`src/hw/rtl/tlr_pkg.sv`:
```
package tlr_pkg;

  localparam int CoordW = 12;
  localparam int ColorW = 24;
  localparam int AddrW  = 19;
  localparam int DivW   = 12;

  localparam int PenBase = 5;
  localparam int PenMax  = 15;

  // pen offsets: plus shape first, then the widening ring
  localparam logic signed [1:0] PEN_DX [PenMax] =
    '{2'sd0, 2'sd1, -2'sd1, 2'sd0, 2'sd0,
      -2'sd1, -2'sd1, 2'sd1, 2'sd1,
      -2'sd1, 2'sd0, 2'sd1, -2'sd1, 2'sd0, 2'sd1};
  localparam logic signed [2:0] PEN_DY [PenMax] =
    '{3'sd0, 3'sd0, 3'sd0, 3'sd1, -3'sd1,
      -3'sd1, 3'sd1, -3'sd1, 3'sd1,
      -3'sd2, -3'sd2, -3'sd2, 3'sd2, 3'sd2, 3'sd2};

  typedef struct packed {
    logic signed [CoordW-1:0] x;
    logic signed [CoordW-1:0] y;
    logic                     widen;
    logic                     last;
    logic [ColorW-1:0]        color;
  } job_t;

endpackage

```
`src/hw/rtl/tlr_front.sv`:
```
module tlr_front (
  input  logic              clk_i,
  input  logic              rst_ni,
  input  logic              in_valid_i,
  output logic              in_ready_o,
  input  logic              in_op_i,
  input  logic [71:0]       in_data_i,
  output logic              push_valid_o,
  input  logic              push_ready_i,
  output tlr_pkg::job_t     push_job_o
);

  localparam int CW = tlr_pkg::CoordW;
  localparam int DW = tlr_pkg::DivW;

  localparam logic [1:0] F_IDLE = 2'd0;
  localparam logic [1:0] F_MUL  = 2'd1;
  localparam logic [1:0] F_DIV  = 2'd2;
  localparam logic [1:0] F_PUSH = 2'd3;

  logic [1:0] state_q, state_d;

  logic signed [CW-1:0] pos_q, pos_d, prev_q, prev_d;
  logic                 prev_valid_q, prev_valid_d;
  logic                 active_q, active_d;
  logic                 vert_q, vert_d;
  logic signed [CW-1:0] x0_q, y0_q, x1_q, y1_q;
  logic [tlr_pkg::ColorW-1:0] color_q;

  logic signed [CW:0]   dy_q, dx_q;
  logic [DW-1:0]        den_q;
  logic [DW-1:0]        rem_q, lo_q, quo_q;
  logic                 neg_q;
  logic [3:0]           cnt_q;

  logic signed [CW-1:0] in_x0, in_y0, in_x1, in_y1;
  logic                 in_vert;
  logic signed [CW-1:0] in_pos, in_end;
  logic signed [2*CW+1:0] prod;
  logic [2*CW+1:0]      prod_mag;
  logic [DW:0]          trial;
  logic                 trial_ge;
  logic signed [CW:0]   qs;
  logic signed [CW-1:0] y_w, end_w;
  logic [CW:0]          abs_prev, abs_y;
  logic signed [CW+1:0] adiff;
  logic                 widen_w;
  logic                 accept;

  assign in_x0   = in_data_i[11:0];
  assign in_y0   = in_data_i[23:12];
  assign in_x1   = in_data_i[35:24];
  assign in_y1   = in_data_i[47:36];
  assign in_vert = (in_x0 == in_x1);
  assign in_pos  = in_vert ? in_y0 : in_x0;
  assign in_end  = in_vert ? in_y1 : in_x1;

  assign in_ready_o = (state_q == F_IDLE);
  assign accept     = in_valid_i && in_ready_o;

  assign prod     = dy_q * dx_q;
  assign prod_mag = prod[2*CW+1] ? (2*CW+2)'(-prod) : prod;

  assign trial    = {rem_q, lo_q[DW-1]};
  assign trial_ge = (trial >= {1'b0, den_q});

  assign qs    = neg_q ? -$signed({1'b0, quo_q}) : $signed({1'b0, quo_q});
  assign y_w   = vert_q ? pos_q : CW'((CW+1)'(y0_q) + qs);
  assign end_w = vert_q ? y1_q : x1_q;

  assign abs_prev = prev_q[CW-1] ? (CW+1)'(-(CW+1)'(prev_q)) : (CW+1)'(prev_q);
  assign abs_y    = y_w[CW-1] ? (CW+1)'(-(CW+1)'(y_w)) : (CW+1)'(y_w);
  assign adiff    = $signed({1'b0, abs_prev}) - $signed({1'b0, abs_y});
  assign widen_w  = !vert_q && prev_valid_q && ((adiff > 14'sd3) || (adiff < -14'sd3));

  assign push_valid_o     = (state_q == F_PUSH);
  assign push_job_o.x     = vert_q ? x0_q : pos_q;
  assign push_job_o.y     = y_w;
  assign push_job_o.widen = widen_w;
  assign push_job_o.last  = (pos_q == end_w);
  assign push_job_o.color = color_q;

  always_comb begin
    state_d      = state_q;
    pos_d        = pos_q;
    prev_d       = prev_q;
    prev_valid_d = prev_valid_q;
    active_d     = active_q;
    vert_d       = vert_q;
    unique case (state_q)
      F_IDLE: begin
        if (accept) begin
          if (!in_op_i) begin
            vert_d       = in_vert;
            pos_d        = in_pos;
            prev_d       = -12'sd1;
            prev_valid_d = 1'b0;
            active_d     = (in_pos <= in_end);
          end else if (active_q) begin
            state_d = vert_q ? F_PUSH : F_MUL;
          end
        end
      end
      F_MUL: state_d = F_DIV;
      F_DIV: begin
        if (cnt_q == 4'(DW - 1)) state_d = F_PUSH;
      end
      F_PUSH: begin
        if (push_ready_i) begin
          state_d = F_IDLE;
          if (!vert_q) begin
            prev_d       = y_w;
            prev_valid_d = 1'b1;
          end
          if (pos_q == end_w) active_d = 1'b0;
          else pos_d = pos_q + 12'sd1;
        end
      end
      default: state_d = F_IDLE;
    endcase
  end

  always_ff @(posedge clk_i or negedge rst_ni) begin
    if (!rst_ni) begin
      state_q      <= F_IDLE;
      pos_q        <= '0;
      prev_q       <= -12'sd1;
      prev_valid_q <= 1'b0;
      active_q     <= 1'b0;
      vert_q       <= 1'b0;
      x0_q         <= '0;
      y0_q         <= '0;
      x1_q         <= '0;
      y1_q         <= '0;
      color_q      <= '0;
    end else begin
      state_q      <= state_d;
      pos_q        <= pos_d;
      prev_q       <= prev_d;
      prev_valid_q <= prev_valid_d;
      active_q     <= active_d;
      vert_q       <= vert_d;
      if (accept && !in_op_i) begin
        x0_q    <= in_x0;
        y0_q    <= in_y0;
        x1_q    <= in_x1;
        y1_q    <= in_y1;
        color_q <= in_data_i[71:48];
      end
    end
  end

  // divider datapath: one quotient bit per cycle
  always_ff @(posedge clk_i) begin
    if (accept && in_op_i) begin
      dy_q  <= (CW+1)'(y1_q) - (CW+1)'(y0_q);
      dx_q  <= (CW+1)'(pos_q) - (CW+1)'(x0_q);
      den_q <= DW'((CW+1)'(x1_q) - (CW+1)'(x0_q));
    end
    if (state_q == F_MUL) begin
      neg_q <= prod[2*CW+1];
      rem_q <= prod_mag[2*DW-1:DW];
      lo_q  <= prod_mag[DW-1:0];
      quo_q <= '0;
      cnt_q <= '0;
    end else if (state_q == F_DIV) begin
      rem_q <= trial_ge ? DW'(trial - {1'b0, den_q}) : trial[DW-1:0];
      lo_q  <= {lo_q[DW-2:0], 1'b0};
      quo_q <= {quo_q[DW-2:0], trial_ge};
      cnt_q <= cnt_q + 4'd1;
    end
  end

  a_push_active: assert property (@(posedge clk_i) disable iff (!rst_ni)
    push_valid_o |-> active_q)
    else $error("step job pushed without an active line");

  a_div_count: assert property (@(posedge clk_i) disable iff (!rst_ni)
    (state_q == F_DIV) |-> (cnt_q < 4'(DW)))
    else $error("divider ran past its last quotient bit");

endmodule

```
`src/hw/rtl/tlr_queue.sv`:
```
module tlr_queue (
  input  logic          clk_i,
  input  logic          rst_ni,
  input  logic          push_valid_i,
  output logic          push_ready_o,
  input  tlr_pkg::job_t push_job_i,
  output logic          pop_valid_o,
  input  logic          pop_ready_i,
  output tlr_pkg::job_t pop_job_o
);

  tlr_pkg::job_t mem_q [2];
  logic          wr_ptr_q, rd_ptr_q;
  logic [1:0]    count_q;
  logic          do_push, do_pop;

  assign push_ready_o = (count_q != 2'd2);
  assign pop_valid_o  = (count_q != 2'd0);
  assign pop_job_o    = mem_q[rd_ptr_q];
  assign do_push      = push_valid_i && push_ready_o;
  assign do_pop       = pop_valid_o && pop_ready_i;

  always_ff @(posedge clk_i) begin
    if (do_push) mem_q[wr_ptr_q] <= push_job_i;
  end

  always_ff @(posedge clk_i or negedge rst_ni) begin
    if (!rst_ni) begin
      wr_ptr_q <= 1'b0;
      rd_ptr_q <= 1'b0;
      count_q  <= '0;
    end else begin
      if (do_push) wr_ptr_q <= ~wr_ptr_q;
      if (do_pop) rd_ptr_q <= ~rd_ptr_q;
      count_q <= count_q + 2'(do_push) - 2'(do_pop);
    end
  end

  a_count_bound: assert property (@(posedge clk_i) disable iff (!rst_ni)
    count_q <= 2'd2)
    else $error("queue count beyond depth");

endmodule

```
`src/hw/rtl/tlr_back.sv`:
```
module tlr_back #(
  parameter int FB_WIDTH  = 640,
  parameter int FB_HEIGHT = 480
) (
  input  logic          clk_i,
  input  logic          rst_ni,
  input  logic          pop_valid_i,
  output logic          pop_ready_o,
  input  tlr_pkg::job_t pop_job_i,
  output logic          out_valid_o,
  input  logic          out_ready_i,
  output logic [47:0]   out_data_o,
  output logic          out_last_o,
  output logic          out_user_o
);

  localparam int CW = tlr_pkg::CoordW;
  localparam logic signed [CW:0]   FbW    = (CW+1)'(FB_WIDTH);
  localparam logic signed [CW+1:0] FbH    = (CW+2)'(FB_HEIGHT);
  localparam logic signed [CW+1:0] FbHm1  = (CW+2)'(FB_HEIGHT - 1);
  localparam logic [CW-1:0]        FbWu   = CW'(FB_WIDTH);

  tlr_pkg::job_t job_q;
  logic          busy_q;
  logic [3:0]    cnt_q;
  logic [3:0]    pen_n;
  logic          is_last, advance;

  logic signed [CW:0]   px;
  logic signed [CW+1:0] py, row;
  logic                 in_frame;
  logic [2*CW-1:0]      prod;
  logic [2*CW:0]        addr_full;

  logic                         out_valid_q;
  logic [tlr_pkg::AddrW-1:0]    addr_q;
  logic                         we_q, last_q, done_q;
  logic [tlr_pkg::ColorW-1:0]   color_q;

  assign pen_n   = job_q.widen ? 4'(tlr_pkg::PenMax) : 4'(tlr_pkg::PenBase);
  assign is_last = (cnt_q == pen_n - 4'd1);
  assign advance = busy_q && (!out_valid_q || out_ready_i);
  assign pop_ready_o = !busy_q || (advance && is_last);

  assign px     = (CW+1)'(job_q.x) + (CW+1)'(tlr_pkg::PEN_DX[cnt_q]);
  assign py     = (CW+2)'(job_q.y) + (CW+2)'(tlr_pkg::PEN_DY[cnt_q]);
  assign in_frame = !px[CW] && (px < FbW) && !py[CW+1] && (py < FbH);
  assign row    = FbHm1 - py;
  assign prod   = FbWu * row[CW-1:0];
  assign addr_full = (2*CW+1)'(prod) + (2*CW+1)'(px[CW-1:0]);

  always_ff @(posedge clk_i or negedge rst_ni) begin
    if (!rst_ni) begin
      busy_q      <= 1'b0;
      cnt_q       <= '0;
      out_valid_q <= 1'b0;
    end else begin
      if (pop_ready_o) begin
        busy_q <= pop_valid_i;
        cnt_q  <= '0;
      end else if (advance) begin
        cnt_q <= cnt_q + 4'd1;
      end
      if (advance) out_valid_q <= 1'b1;
      else if (out_ready_i) out_valid_q <= 1'b0;
    end
  end

  always_ff @(posedge clk_i) begin
    if (pop_ready_o && pop_valid_i) job_q <= pop_job_i;
    if (advance) begin
      addr_q  <= in_frame ? addr_full[tlr_pkg::AddrW-1:0] : '0;
      we_q    <= in_frame;
      color_q <= job_q.color;
      last_q  <= is_last;
      done_q  <= is_last && job_q.last;
    end
  end

  assign out_valid_o = out_valid_q;
  assign out_data_o  = {4'd0, color_q[7:0], color_q[15:8], color_q[23:16], we_q, addr_q};
  assign out_last_o  = last_q;
  assign out_user_o  = done_q;

  a_cnt_range: assert property (@(posedge clk_i) disable iff (!rst_ni)
    busy_q |-> (cnt_q < pen_n))
    else $error("pen counter past pen size");

  a_done_last: assert property (@(posedge clk_i) disable iff (!rst_ni)
    (out_valid_q && done_q) |-> last_q)
    else $error("line end flagged off the last pixel of a step");

endmodule

```
`src/hw/rtl/thick_line_rasterizer.sv`:
```
// channel   dir  tdata                                         tuser      tlast
// s_axis    in   x_start,y_start,x_end,y_end,rgb_color (72b)   operation  -
// m_axis    out  pixel_address,write_enable,red,green,blue     line_done  last_of_step
//
// a start beat only loads the line registers; a step beat for a sloped line passes the
// accept, a multiply, the divider iterations and a push; a vertical one goes straight to push
// the back emits one pixel per unstalled cycle, 5 or 15 per step; divider or pen sets the rate
// a two-entry job queue lets the front compute the next step while the back drains pixels
// rst_ni clears the line registers of the front and the handshake state; no line is active after reset
// m_axis stalls hold the output register and back up through the queue into s_axis_tready
module thick_line_rasterizer #(
  parameter int FB_WIDTH  = 640,
  parameter int FB_HEIGHT = 480
) (
  input  logic        clk_i,
  input  logic        rst_ni,
  input  logic        s_axis_tvalid,
  output logic        s_axis_tready,
  input  logic [71:0] s_axis_tdata,   // x_start, y_start, x_end, y_end, rgb_color
  input  logic        s_axis_tuser,   // operation
  output logic        m_axis_tvalid,
  input  logic        m_axis_tready,
  output logic [47:0] m_axis_tdata,   // pixel_address, write_enable, red, green, blue, pad
  output logic        m_axis_tlast,   // last_of_step
  output logic        m_axis_tuser    // line_done
);

  logic          push_valid, push_ready;
  tlr_pkg::job_t push_job;
  logic          pop_valid, pop_ready;
  tlr_pkg::job_t pop_job;

  tlr_front u_front (
    .clk_i        (clk_i),
    .rst_ni       (rst_ni),
    .in_valid_i   (s_axis_tvalid),
    .in_ready_o   (s_axis_tready),
    .in_op_i      (s_axis_tuser),
    .in_data_i    (s_axis_tdata),
    .push_valid_o (push_valid),
    .push_ready_i (push_ready),
    .push_job_o   (push_job)
  );

  tlr_queue u_queue (
    .clk_i        (clk_i),
    .rst_ni       (rst_ni),
    .push_valid_i (push_valid),
    .push_ready_o (push_ready),
    .push_job_i   (push_job),
    .pop_valid_o  (pop_valid),
    .pop_ready_i  (pop_ready),
    .pop_job_o    (pop_job)
  );

  tlr_back #(
    .FB_WIDTH  (FB_WIDTH),
    .FB_HEIGHT (FB_HEIGHT)
  ) u_back (
    .clk_i       (clk_i),
    .rst_ni      (rst_ni),
    .pop_valid_i (pop_valid),
    .pop_ready_o (pop_ready),
    .pop_job_i   (pop_job),
    .out_valid_o (m_axis_tvalid),
    .out_ready_i (m_axis_tready),
    .out_data_o  (m_axis_tdata),
    .out_last_o  (m_axis_tlast),
    .out_user_o  (m_axis_tuser)
  );

endmodule
```
`config.mk`:
```
export PLATFORM = sky130hd
export DESIGN_NAME = thick_line_rasterizer
export DESIGN_NICKNAME = d
export VERILOG_FILES = /design/src/hw/rtl/tlr_pkg.sv /design/src/hw/rtl/tlr_front.sv /design/src/hw/rtl/tlr_queue.sv /design/src/hw/rtl/tlr_back.sv /design/src/hw/rtl/thick_line_rasterizer.sv
export SDC_FILE = /design/constraint.sdc
export NUM_CORES = 1
export LEC_CHECK = 0
export ABC_AREA = 1
export BUFFER_PORTS_ARGS = -buffer_cell sky130_fd_sc_hd__buf_2
export CAP_MARGIN = 20
export CORE_MARGIN = 2
export CORE_UTILIZATION = 55
export DETAILED_ROUTE_END_ITERATION = 7
export GPL_ROUTABILITY_DRIVEN = 1
export GPL_TIMING_DRIVEN = 0
export HOLD_SLACK_MARGIN = 0.1
export PLACE_DENSITY = 0.72
export SLEW_MARGIN = 20
export SYNTH_ARGS = -nofsm -noshare
export SYNTH_HDL_FRONTEND = slang
export SYNTH_SLANG_ARGS = --single-unit
```
`constraint.sdc`:
```
create_clock -name clk_i -period 14.18 [get_ports clk_i]
set_input_delay 0.709 -clock clk_i [delete_from_list [all_inputs] [get_ports clk_i]]
set_output_delay 0.709 -clock clk_i [all_outputs]
set_load 0.05 [all_outputs]
```
==> results.md, run 1 <==
- Status: finished clean
- Floorplan Core Area: 0.0515 mm^2
- Minimum clock period: 7.44 ns
- Total negative slack for setup checks: 0 ns
- Dominant cell type by area after synthesis: sky130_fd_sc_hd__edfxtp_1
- Routed length per instance: 16.6 um
- Period Utilization, post-route: 0.525
- Synthesized netlist cell count: 3293
- Critical path peak fanout: 10
- Die Footprint: 0.0541 mm^2
- Synthesized area divided by synthesized cell count: 8.73 um^2
- CP Launch Type: flip-flop
- First drt pass iteration count: 6
- Post CTS Setup Buffer Count: 0
- Post-route DRC violation count: 0
- DR vias: 22400
- Syn Std Cell Area: 0.0288 mm^2
- Met2 Routed Length: 29.9 mm
- Total detailed-routing wirelength: 69.5 mm
- Max frequency: 134 MHz
- Most frequently used flop master after synthesis: sky130_fd_sc_hd__edfxtp_1
- Height of the die: 233 um
- Post-layout utilization of the core: 0.617
- Insertion delay to the later sink of the worst-skew pair: 0.56 ns
- Vias in the first global route: 21400
- Number of CTS-inserted buffers: 39
- Post-synthesis sequential element count: 386
- Overflow after GRT: 0
- Largest net degree at the start of global routing: 81
- Share of layout cells above drive strength 1: 0.0877
- Share of synthesized area occupied by flip-flops and latches: 0.379
- Initial cell density of the core: 0.558
- Clock root buffer: sky130_fd_sc_hd__clkbuf_16
- Number of antenna violations at the first check in global routing: 0
- MaxCap Viol Count: 0
- Area share of the leading cell type in the synthesized netlist: 0.270
- H-tree level count: 2
- TritonCTS sink count: 386
- Final setup vio count: 0
- Synth-to-Final Area Change: 10.5%
- CTS tree: built
- Highest metal used: met4
- Number of antenna-violating nets in the routed design: 0
- Number of enable flip-flop cells after synthesis: 259
- Estimated wirelength of the detail-placed design: 55.6 mm
- Cts-stage hold buffer count: 1
- Remaining max-slew budget at the tightest pin: 0.395
- Share of async-settable or async-resettable flops after synthesis: 0.288
- Die span in x: 233 um
- Total routing resource utilization after global routing: 0.263
- Count of distinct cell types in the synthesized netlist: 60
- Post-CTS resize count: 0
- Library cell with the highest instance count after synthesis: sky130_fd_sc_hd__nand2_1
- Main area contributors after synthesis: sky130_fd_sc_hd__edfxtp_1, sky130_fd_sc_hd__fa_1, sky130_fd_sc_hd__nand2_1, sky130_fd_sc_hd__ha_1, sky130_fd_sc_hd__dfrtp_1
- Vias/cell: 5.36
- Antenna cell count: 0
- # IOs: 129
- Post-DP Area: 0.0305 mm^2
- Clock Skews: 0.0183 ns
- Wire length on met1: 32.4 mm
- Pins Over Slew Limit: 0
- Met3 wire length: 5.40 mm
- Post-route worst hold slack: 0.386 ns
- IO buf count: 124
- CTS clock-pin slew for the worst setup and hold paths: 0.07 ns
- Row Count: 83
- Critical path class: reg2reg
- Unrepaired setup endpoints after global routing: no
- Critical path required time: 14.48 ns
- Initial DRC count: 1894
- Layout Cell Area excl Fill: 0.0318 mm^2
- Layout Nets: 3939
- First-pass GRT wire length: 112 mm
- Final hold violation count: 0
- Ranking of synthesized cells by instance count: sky130_fd_sc_hd__nand2_1, sky130_fd_sc_hd__inv_1, sky130_fd_sc_hd__edfxtp_1
- Count of synthesis-stage warnings from yosys: 0
- RD Place Congestion: 0.954
- Worst Max-Slew Pin Slew: 0.899 ns
- Crit path capture type: flip-flop
- Arrival time reported for the critical path endpoint: 7.74 ns
- Type of the tightest min-delay check: in2reg
- Number of buffers on the longest clock path: 3
==> cell families after synthesis <==
group,share of synthesized area
muxes,0.0137
and+or+nand+nor,0.181
other,0.000261
DFF,0.379
xor gates and xnor gates,0.0466
buffers and inverters,0.0861
AOI/OAI and AO/OA,0.0789
adders and majority gates,0.215
==> flip-flops by register name, summed over array words and instances, names as in the netlist, 13 cells and up <==
signal and flops:
u_back.addr_q 19, u_back.job_q 50, u_back.color_q 24, u_front.dy_q 13, u_front.dx_q 13, u_front.color_q 24, u_queue.mem_q 100
==> stage by stage <==
stage,cells,setup WS (ns)
6_report,4182,6.74
3_5_place_dp,4109,6.79
3_3_place_gp,4101,6.85
2_1_floorplan,3297,8.03
4_1_cts,4182,6.76
5_1_grt,4182,6.19
==> worst paths after layout <==
kind | startpoint | end | slack (ns) | cells after the start
setup reg to reg | u_front.dy_q[12] | u_front.rem_q[9] | 6.74 | 25
max in group asynchronous | rst_ni | u_front.y1_q[11] | 12.80 | 3
hold / removal | s_axis_tdata[62] | u_front.color_q[14] | 0.39 | 2
min in group asynchronous | rst_ni | u_front.color_q[5] | 0.64 | 2
setup / recovery | u_front.dy_q[12] | u_front.rem_q[9] | 6.74 | 25
hold reg to reg | u_back.job_q[18] | u_back.color_q[18] | 0.42 | 0
==> cell usage in the layout (no fill, tap or decap), types with 11 or more instances in the layout <==
| cell type | count |
|---|---|
| sky130_fd_sc_hd__o21ai_0 | 188 |
| sky130_fd_sc_hd__xnor2_1 | 44 |
| sky130_fd_sc_hd__nor2_2 | 13 |
| sky130_fd_sc_hd__o21ai_1 | 15 |
| sky130_fd_sc_hd__edfxtp_1 | 259 |
| sky130_fd_sc_hd__or2_2 | 15 |
| sky130_fd_sc_hd__nand2_1 | 822 |
| sky130_fd_sc_hd__dfstp_2 | 12 |
| sky130_fd_sc_hd__xor2_1 | 107 |
| sky130_fd_sc_hd__o21bai_1 | 11 |
| sky130_fd_sc_hd__nand3_1 | 145 |
| sky130_fd_sc_hd__dfrtp_1 | 99 |
| sky130_fd_sc_hd__buf_2 | 129 |
| sky130_fd_sc_hd__mux2_2 | 34 |
| sky130_fd_sc_hd__fa_1 | 172 |
| sky130_fd_sc_hd__a21oi_1 | 148 |
| sky130_fd_sc_hd__nor2_1 | 170 |
| sky130_fd_sc_hd__nand3b_1 | 12 |
| sky130_fd_sc_hd__clkbuf_1 | 76 |
| sky130_fd_sc_hd__ha_1 | 218 |
| sky130_fd_sc_hd__dfxtp_1 | 16 |
| sky130_fd_sc_hd__nand4_1 | 31 |
| sky130_fd_sc_hd__nor3_1 | 28 |
| sky130_fd_sc_hd__inv_1 | 548 |
| sky130_fd_sc_hd__clkbuf_16 | 40 |
==> worst max-delay path: stages, from the launching register on <==
cell,delay [ns]
sky130_fd_sc_hd__edfxtp_1,0.47
sky130_fd_sc_hd__clkbuf_1,0.43
sky130_fd_sc_hd__nand2_1,0.10
sky130_fd_sc_hd__inv_1,0.15
sky130_fd_sc_hd__fa_1,0.50
sky130_fd_sc_hd__fa_1,0.94
sky130_fd_sc_hd__inv_1,0.15
sky130_fd_sc_hd__fa_1,0.55
sky130_fd_sc_hd__inv_1,0.05
sky130_fd_sc_hd__fa_1,0.48
sky130_fd_sc_hd__fa_1,0.53
sky130_fd_sc_hd__ha_1,0.33
sky130_fd_sc_hd__ha_1,0.41
sky130_fd_sc_hd__a21oi_2,0.26
sky130_fd_sc_hd__o21ai_1,0.10
sky130_fd_sc_hd__a21oi_1,0.17
sky130_fd_sc_hd__nand2_1,0.16
sky130_fd_sc_hd__nand2_1,0.13
sky130_fd_sc_hd__nor2_1,0.06
sky130_fd_sc_hd__nor2_2,0.29
sky130_fd_sc_hd__xor2_1,0.25
sky130_fd_sc_hd__buf_4,0.22
sky130_fd_sc_hd__buf_6,0.16
sky130_fd_sc_hd__nand3_1,0.07
sky130_fd_sc_hd__nand3_1,0.12
sky130_fd_sc_hd__nand2_1,0.08
==> metal layers <==
layer | up-vias | track usage
li1 | 10900 | -
met1 | 10600 | 0.399
met2 | 774 | 0.394
met3 | 115 | 0.0380
met4 | 0 | 0.0756
met5 | - | 0
==> area by class of cell <==
cell class,count,area (um^2)
Sequential cell,386,10900
Buffer,89,383
Clock inverter,21,215
Tap cell,680,851
Multi-Input combinational cell,2264,15400
Fill cell,4428,19700
Inverter,558,2100
Clock buffer,51,1080
Timing Repair Buffer,133,822
Power of run 1 is not shown: default switching activity piles up to over one toggle a cycle in this logic, so the estimate is an artifact.
==> run 2: changes to the inputs <==
- clock period: 14.18 -> 7 ns (I/O delays scaled with it)
==> run 2 against run 1 <==
  * Critical path depth is 1 higher
  * Via count rose by 0.97%
  * Setup slack got worse by 6.4 ns
  * Wire length is 1.2% higher
  * Clock-buffer cell count unchanged
  * Register-to-register slack lost 6.4 ns
  * Die area is the same
  * Hold slack worse by 0.27 ns
==> results.md, run 2 (synthesized netlist as in run 1, its figures left out) <==
- Minimum clock period: 6.68 ns
- Insertion delay to the later sink of the worst-skew pair: 0.56 ns
- Crit path capture type: flip-flop
- Post-DP Area: 0.0305 mm^2
- Vias/cell: 5.36
- Clock root buffer: sky130_fd_sc_hd__clkbuf_16
- H-tree level count: 2
- Total negative slack for setup checks: 0 ns
- Top flop regs: u_queue.mem_q: 100 flops, u_back.job_q: 50 flops
- Critical path class: reg2reg
- Total detailed-routing wirelength: 70.3 mm
- Post-route DRC violation count: 0
- Max frequency: 150 MHz
- Overflow after GRT: 0
- Final hold violation count: 0
- Final setup vio count: 0
- Flip-flop count of the largest register after layout: 100
- DR vias: 22700
- Critical path required time: 7.30 ns
- Share of layout cells above drive strength 1: 0.0956
- Largest net degree at the start of global routing: 81
- Worst Max-Slew Pin Slew: 0.980 ns
- PnR worst setup slack: 0.324 ns
- Critical path peak fanout: 10
- Type of the tightest min-delay check: in2reg
- Most common library cell in the layout ignoring fill and taps: sky130_fd_sc_hd__nand2_1
- Period Utilization, post-route: 0.954
- MaxCap Viol Count: 0
- # IOs: 129
- CP Launch Type: flip-flop
- Synth-to-Final Area Change: 12.4%
- Number of buffers on the longest clock path: 3
- Setup Slack @ Placement: -0.385 ns
- Worst Min Path Start: s_axis_tdata[26]
- Layout Nets: 3984
- Height of the die: 233 um
- R2R setup slack: 0.32 ns
- Clock Skews: 0.0187 ns
- Commonest non-fill, non-tap cells in the layout: sky130_fd_sc_hd__nand2_1, sky130_fd_sc_hd__inv_1, sky130_fd_sc_hd__edfxtp_1, sky130_fd_sc_hd__ha_1, sky130_fd_sc_hd__o21ai_0
- Routed length per instance: 16.6 um
- Initial cell density of the core: 0.558
- Total routing resource utilization after global routing: 0.266
- IO buf count: 124
- CTS tree: built
- Beginning of the critical path: u_front.dy_q[12]
- Layout fillers: 4349
- Die Footprint: 0.0541 mm^2
- Arrival time reported for the critical path endpoint: 6.97 ns
- Pins Over Slew Limit: 0
- First drt pass iteration count: 5
- TritonCTS sink count: 386
- CTS clock-pin slew for the worst setup and hold paths: 0.06 ns
- Number of antenna-violating nets in the routed design: 0
- Number of CTS-inserted buffers: 39
- Row Count: 83
- Antenna cell count: 0
- Critical R2R Launch: u_front.dy_q[12]
- Number of antenna violations at the first check in global routing: 0
- RD Place Congestion: 0.954
- Top reg by flops: u_queue.mem_q
- Status: finished clean
- Floorplan Core Area: 0.0515 mm^2
- First-pass GRT wire length: 113 mm
- Die span in x: 233 um
- Estimated wirelength of the detail-placed design: 55.6 mm
- Vias in the first global route: 21600
- Layout Cell Area excl Fill: 0.0323 mm^2
- Initial DRC count: 1942
- Remaining max-slew budget at the tightest pin: 0.344
- Post-layout utilization of the core: 0.627
-- run 2: changes by cell type in the layout (fill, tap and decap cells not counted), sizes merged --
cell / before / now
buf: 152 / 158
dlygate4sd3: 1 / 42
clkbuf: 120 / 118
-- run 2: timing repair --
action / 4_1_cts / 5_1_grt
gates cloned: 0 / 0
setup buffers: 2 / 4
hold buffers: 42 / 0
pin swaps: 1 / 2
gates resized for setup: 3 / 46
hold endpoints to repair: 75 / 0
setup endpoints to repair: 24 / 23
-- run 2: worst max-delay path, cell delays in order, from the launching register on --
cell	delay, ns
sky130_fd_sc_hd__edfxtp_1	0.48
sky130_fd_sc_hd__clkbuf_4	0.24
sky130_fd_sc_hd__nand2_1	0.14
sky130_fd_sc_hd__inv_1	0.11
sky130_fd_sc_hd__fa_2	0.51
sky130_fd_sc_hd__buf_12	0.16
sky130_fd_sc_hd__fa_1	0.54
sky130_fd_sc_hd__fa_1	0.44
sky130_fd_sc_hd__fa_1	0.54
sky130_fd_sc_hd__inv_1	0.05
sky130_fd_sc_hd__fa_1	0.52
sky130_fd_sc_hd__inv_1	0.04
sky130_fd_sc_hd__ha_1	0.34
sky130_fd_sc_hd__ha_1	0.40
sky130_fd_sc_hd__a21oi_1	0.22
sky130_fd_sc_hd__o21ai_0	0.14
sky130_fd_sc_hd__a21oi_2	0.16
sky130_fd_sc_hd__nand2_2	0.12
sky130_fd_sc_hd__nand2_1	0.11
sky130_fd_sc_hd__nor2_1	0.07
sky130_fd_sc_hd__nor2_4	0.23
sky130_fd_sc_hd__xor2_2	0.19
sky130_fd_sc_hd__buf_4	0.21
sky130_fd_sc_hd__buf_6	0.17
sky130_fd_sc_hd__nand3_1	0.07
sky130_fd_sc_hd__nand3_1	0.12
sky130_fd_sc_hd__nand2_1	0.08
-- run 2: final timing paths --
kind,to,depth (start not counted)
worst max-delay path,u_front.rem_q[9],26
worst min-delay path,u_front.x1_q[2],3
min in group asynchronous,u_front.color_q[5],2
worst max register to register,u_front.rem_q[9],26
worst min register to register,u_back.color_q[20],0
max in group asynchronous,u_front.x1_q[7],3
-- run 2: stage by stage --
step	hold WS [ns]	instances
floorplan	0.0544	3297
global placement	0.400	4101
detailed placement	0.277	4109
CTS	0.101	4225
global route	0.110	4227
finish	0.115	4227
-- run 2: metal layers --
layer	track usage	up-vias	wire length, um
met3	0.0380	135	5610
met5	0	-	0
met1	0.400	10700	32400
li1	-	11000	-
met2	0.399	797	30300
met4	0.0784	0	2070
-- run 2: final cells by class --
cell class | instances | area (um^2) | area share
multi-input combinational | 2264 | 15500 | 0.479
sequential | 386 | 10900 | 0.337
inverter | 558 | 2100 | 0.0649
timing repair buffer | 180 | 1290 | 0.0399
clock buffer | 51 | 1080 | 0.0335
tap | 680 | 851 | 0.0263
buffer | 87 | 403 | 0.0125
clock inverter | 21 | 215 | 0.00666
Power of run 2 is left out for the same reason.
==> run 3: changes to the inputs <==
--- a/config.mk
+++ b/config.mk
@@ -14,3 +14,2 @@
 export GPL_ROUTABILITY_DRIVEN = 1
-export GPL_TIMING_DRIVEN = 0
 export HOLD_SLACK_MARGIN = 0.1
==> constraint.sdc (replaced) <==
create_clock -name clk_i -period 7 [get_ports clk_i]
set_input_delay 0 -clock clk_i [delete_from_list [all_inputs] [get_ports clk_i]]
set_output_delay 0 -clock clk_i [all_outputs]
set_load 0.05 [all_outputs]
==> run 3 against run 2 <==
  * Setup slack better by 0.083 ns
  * Largest cell class unchanged
  * Highest routed layer unchanged
  * Clock skew up 0.024 ns
  * Critical endpoint is now u_front.lo_q[10]
  * Sequential cell count stayed put
  * Wire length grew 1.0%
==> results.md, run 3 (synthesized netlist as in run 1, its figures left out) <==
- Clock Skews: 0.0425 ns
- Insertion delay to the later sink of the worst-skew pair: 0.59 ns
- Highest metal used: met4
- Setup Slack @ Placement: 0.297 ns
- Critical path peak fanout: 39
- Layout Nets: 3953
- Sequential cell area in the final layout: 0.0109 mm^2
- DR vias: 22700
- Period Utilization, post-route: 0.942
- Number of antenna-violating nets in the routed design: 0
- Most common library cell in the layout ignoring fill and taps: sky130_fd_sc_hd__nand2_1
- Delay contributed by the slowest stage of the critical path: 0.79 ns
- Synth-to-Final Area Change: 12.3%
- CTS tree: built
- Flip-flop count of the largest register after layout: 100
- Overflow after GRT: 0
- Top cell family by delay on the critical path: adder cells
- Height of the die: 233 um
- Number of antenna violations at the first check in global routing: 0
- Status: finished clean
- Met3 wire length: 5.14 mm
- Unrepaired setup endpoints after global routing: no
- Type of the tightest min-delay check: in2async
- CTS clock-pin slew for the worst setup and hold paths: 0.07 ns
- PnR worst setup slack: 0.407 ns
- Multi-input gate area in the final layout: 0.0155 mm^2
- TritonCTS sink count: 386
- Total negative slack for setup checks: 0 ns
- Cell-by-cell trace of the critical path: nand2_1, inv_1, fa_1, fa_2, inv_1, fa_1, inv_1, fa_1, fa_1, ha_1, ha_1, a21oi_2, o21ai_1, a21oi_1, nand2_1, nand2_1, nor2_1, nor2_2, xor2_2, buf_4, nand3b_1, nand3_1, nand2_1
- CP Launch Type: flip-flop
- Share of layout cells above drive strength 1: 0.0890
- Wire length on met1: 31.1 mm
- RD Place Congestion: 0.990
- Total routing resource utilization after global routing: 0.270
- Vias in the first global route: 23000
- Estimated wirelength of the detail-placed design: 54.6 mm
- Master of the slowest instance on the critical path: sky130_fd_sc_hd__fa_2
- Antenna cell count: 0
- Number of CTS-inserted buffers: 41
- Worst Max-Slew Pin Slew: 1.09 ns
- Max frequency: 152 MHz
- Arrival time reported for the critical path endpoint: 6.90 ns
- Vias/cell: 5.42
- # IOs: 129
- Final setup vio count: 0
- IO buf count: 124
- First drt pass iteration count: 7
- Met2 Routed Length: 32.6 mm
- First-pass GRT wire length: 116 mm
- Die span in x: 233 um
- Post-layout utilization of the core: 0.627
- Layout fillers: 4260
- Top flop regs: u_queue.mem_q: 100 flops, u_back.job_q: 50 flops
- Row Count: 83
- Critical path class: reg2reg
- Floorplan Core Area: 0.0515 mm^2
- Pins Over Slew Limit: 0
- Largest net degree at the start of global routing: 81
- Minimum clock period: 6.59 ns
- Number of buffers on the longest clock path: 3
- MaxCap Viol Count: 0
- Clock root buffer: sky130_fd_sc_hd__clkbuf_16
- Post-route DRC violation count: 0
- Critical path required time: 7.31 ns
- Total detailed-routing wirelength: 71.1 mm
- Crit path capture type: flip-flop
- Initial cell density of the core: 0.558
- Remaining max-slew budget at the tightest pin: 0.262
- Die Footprint: 0.0541 mm^2
- H-tree level count: 2
- Number of buffer and inverter instances along the worst setup path: 4
- Routed length per instance: 16.9 um
- Initial DRC count: 1854
- Commonest non-fill, non-tap cells in the layout: sky130_fd_sc_hd__nand2_1, sky130_fd_sc_hd__inv_1, sky130_fd_sc_hd__edfxtp_1, sky130_fd_sc_hd__ha_1, sky130_fd_sc_hd__o21ai_0
- Final hold violation count: 0
- Top reg by flops: u_queue.mem_q
-- run 3: changes by cell type in the layout (fill, tap and decap cells not counted), sizes merged --
| cell | delta |
|---|---|
| clkbuf | -56 |
| dlygate4sd3 | +39 |
| bufinv | -2 |
| clkinvlp | -2 |
| buf | -5 |
| clkinv | -3 |
-- run 3: path summary, 6_finish.rpt --
kind | cells after the start | from | endpoint | slack, ns
min in group clk_i | 4 | s_axis_tvalid | u_front.state_q[0] | 0.20
max in group asynchronous | 3 | rst_ni | u_front.y0_q[8] | 5.71
hold reg to reg | 0 | u_back.job_q[11] | u_back.color_q[11] | 0.41
setup reg to reg | 23 | u_front.dx_q[3] | u_front.lo_q[10] | 0.41
setup / recovery | 23 | u_front.dx_q[3] | u_front.lo_q[10] | 0.41
hold / removal | 2 | rst_ni | u_front.color_q[4] | 0.09
-- run 3: per-layer routing --
metal,GRT usage,up-vias
li1,-,11000
met1,0.374,10800
met2,0.441,835
met3,0.0322,119
met4,0.0934,0
met5,0,-
-- run 3: metrics by stage --
step / cell area, um^2 / instances / hold slack (ns)
2_1_floorplan: 28800 / 3297 / -0.296
3_3_place_gp: 30100 / 4037 / 0.159
3_5_place_dp: 30100 / 4037 / 0.171
4_1_cts: 32300 / 4194 / 0.119
5_1_grt: 32300 / 4198 / 0.151
6_report: 32300 / 4198 / 0.0867
-- run 3: repair_timing --
item                       in CTS  in global routing
setup endpoints to repair       0                 23
gates resized for setup         0                  1
hold endpoints to repair      152                  0
hold buffers                   81                  0
setup buffers                   0                  4
-- run 3: area by class of cell --
cell class | count | area share
tap | 680 | 0.0263
timing repair buffer | 234 | 0.0511
multi-input combinational | 2264 | 0.478
clock inverter | 14 | 0.00414
clock buffer | 62 | 0.0380
sequential | 386 | 0.337
inverter | 558 | 0.0648
Power of run 3 is left out for the same reason.
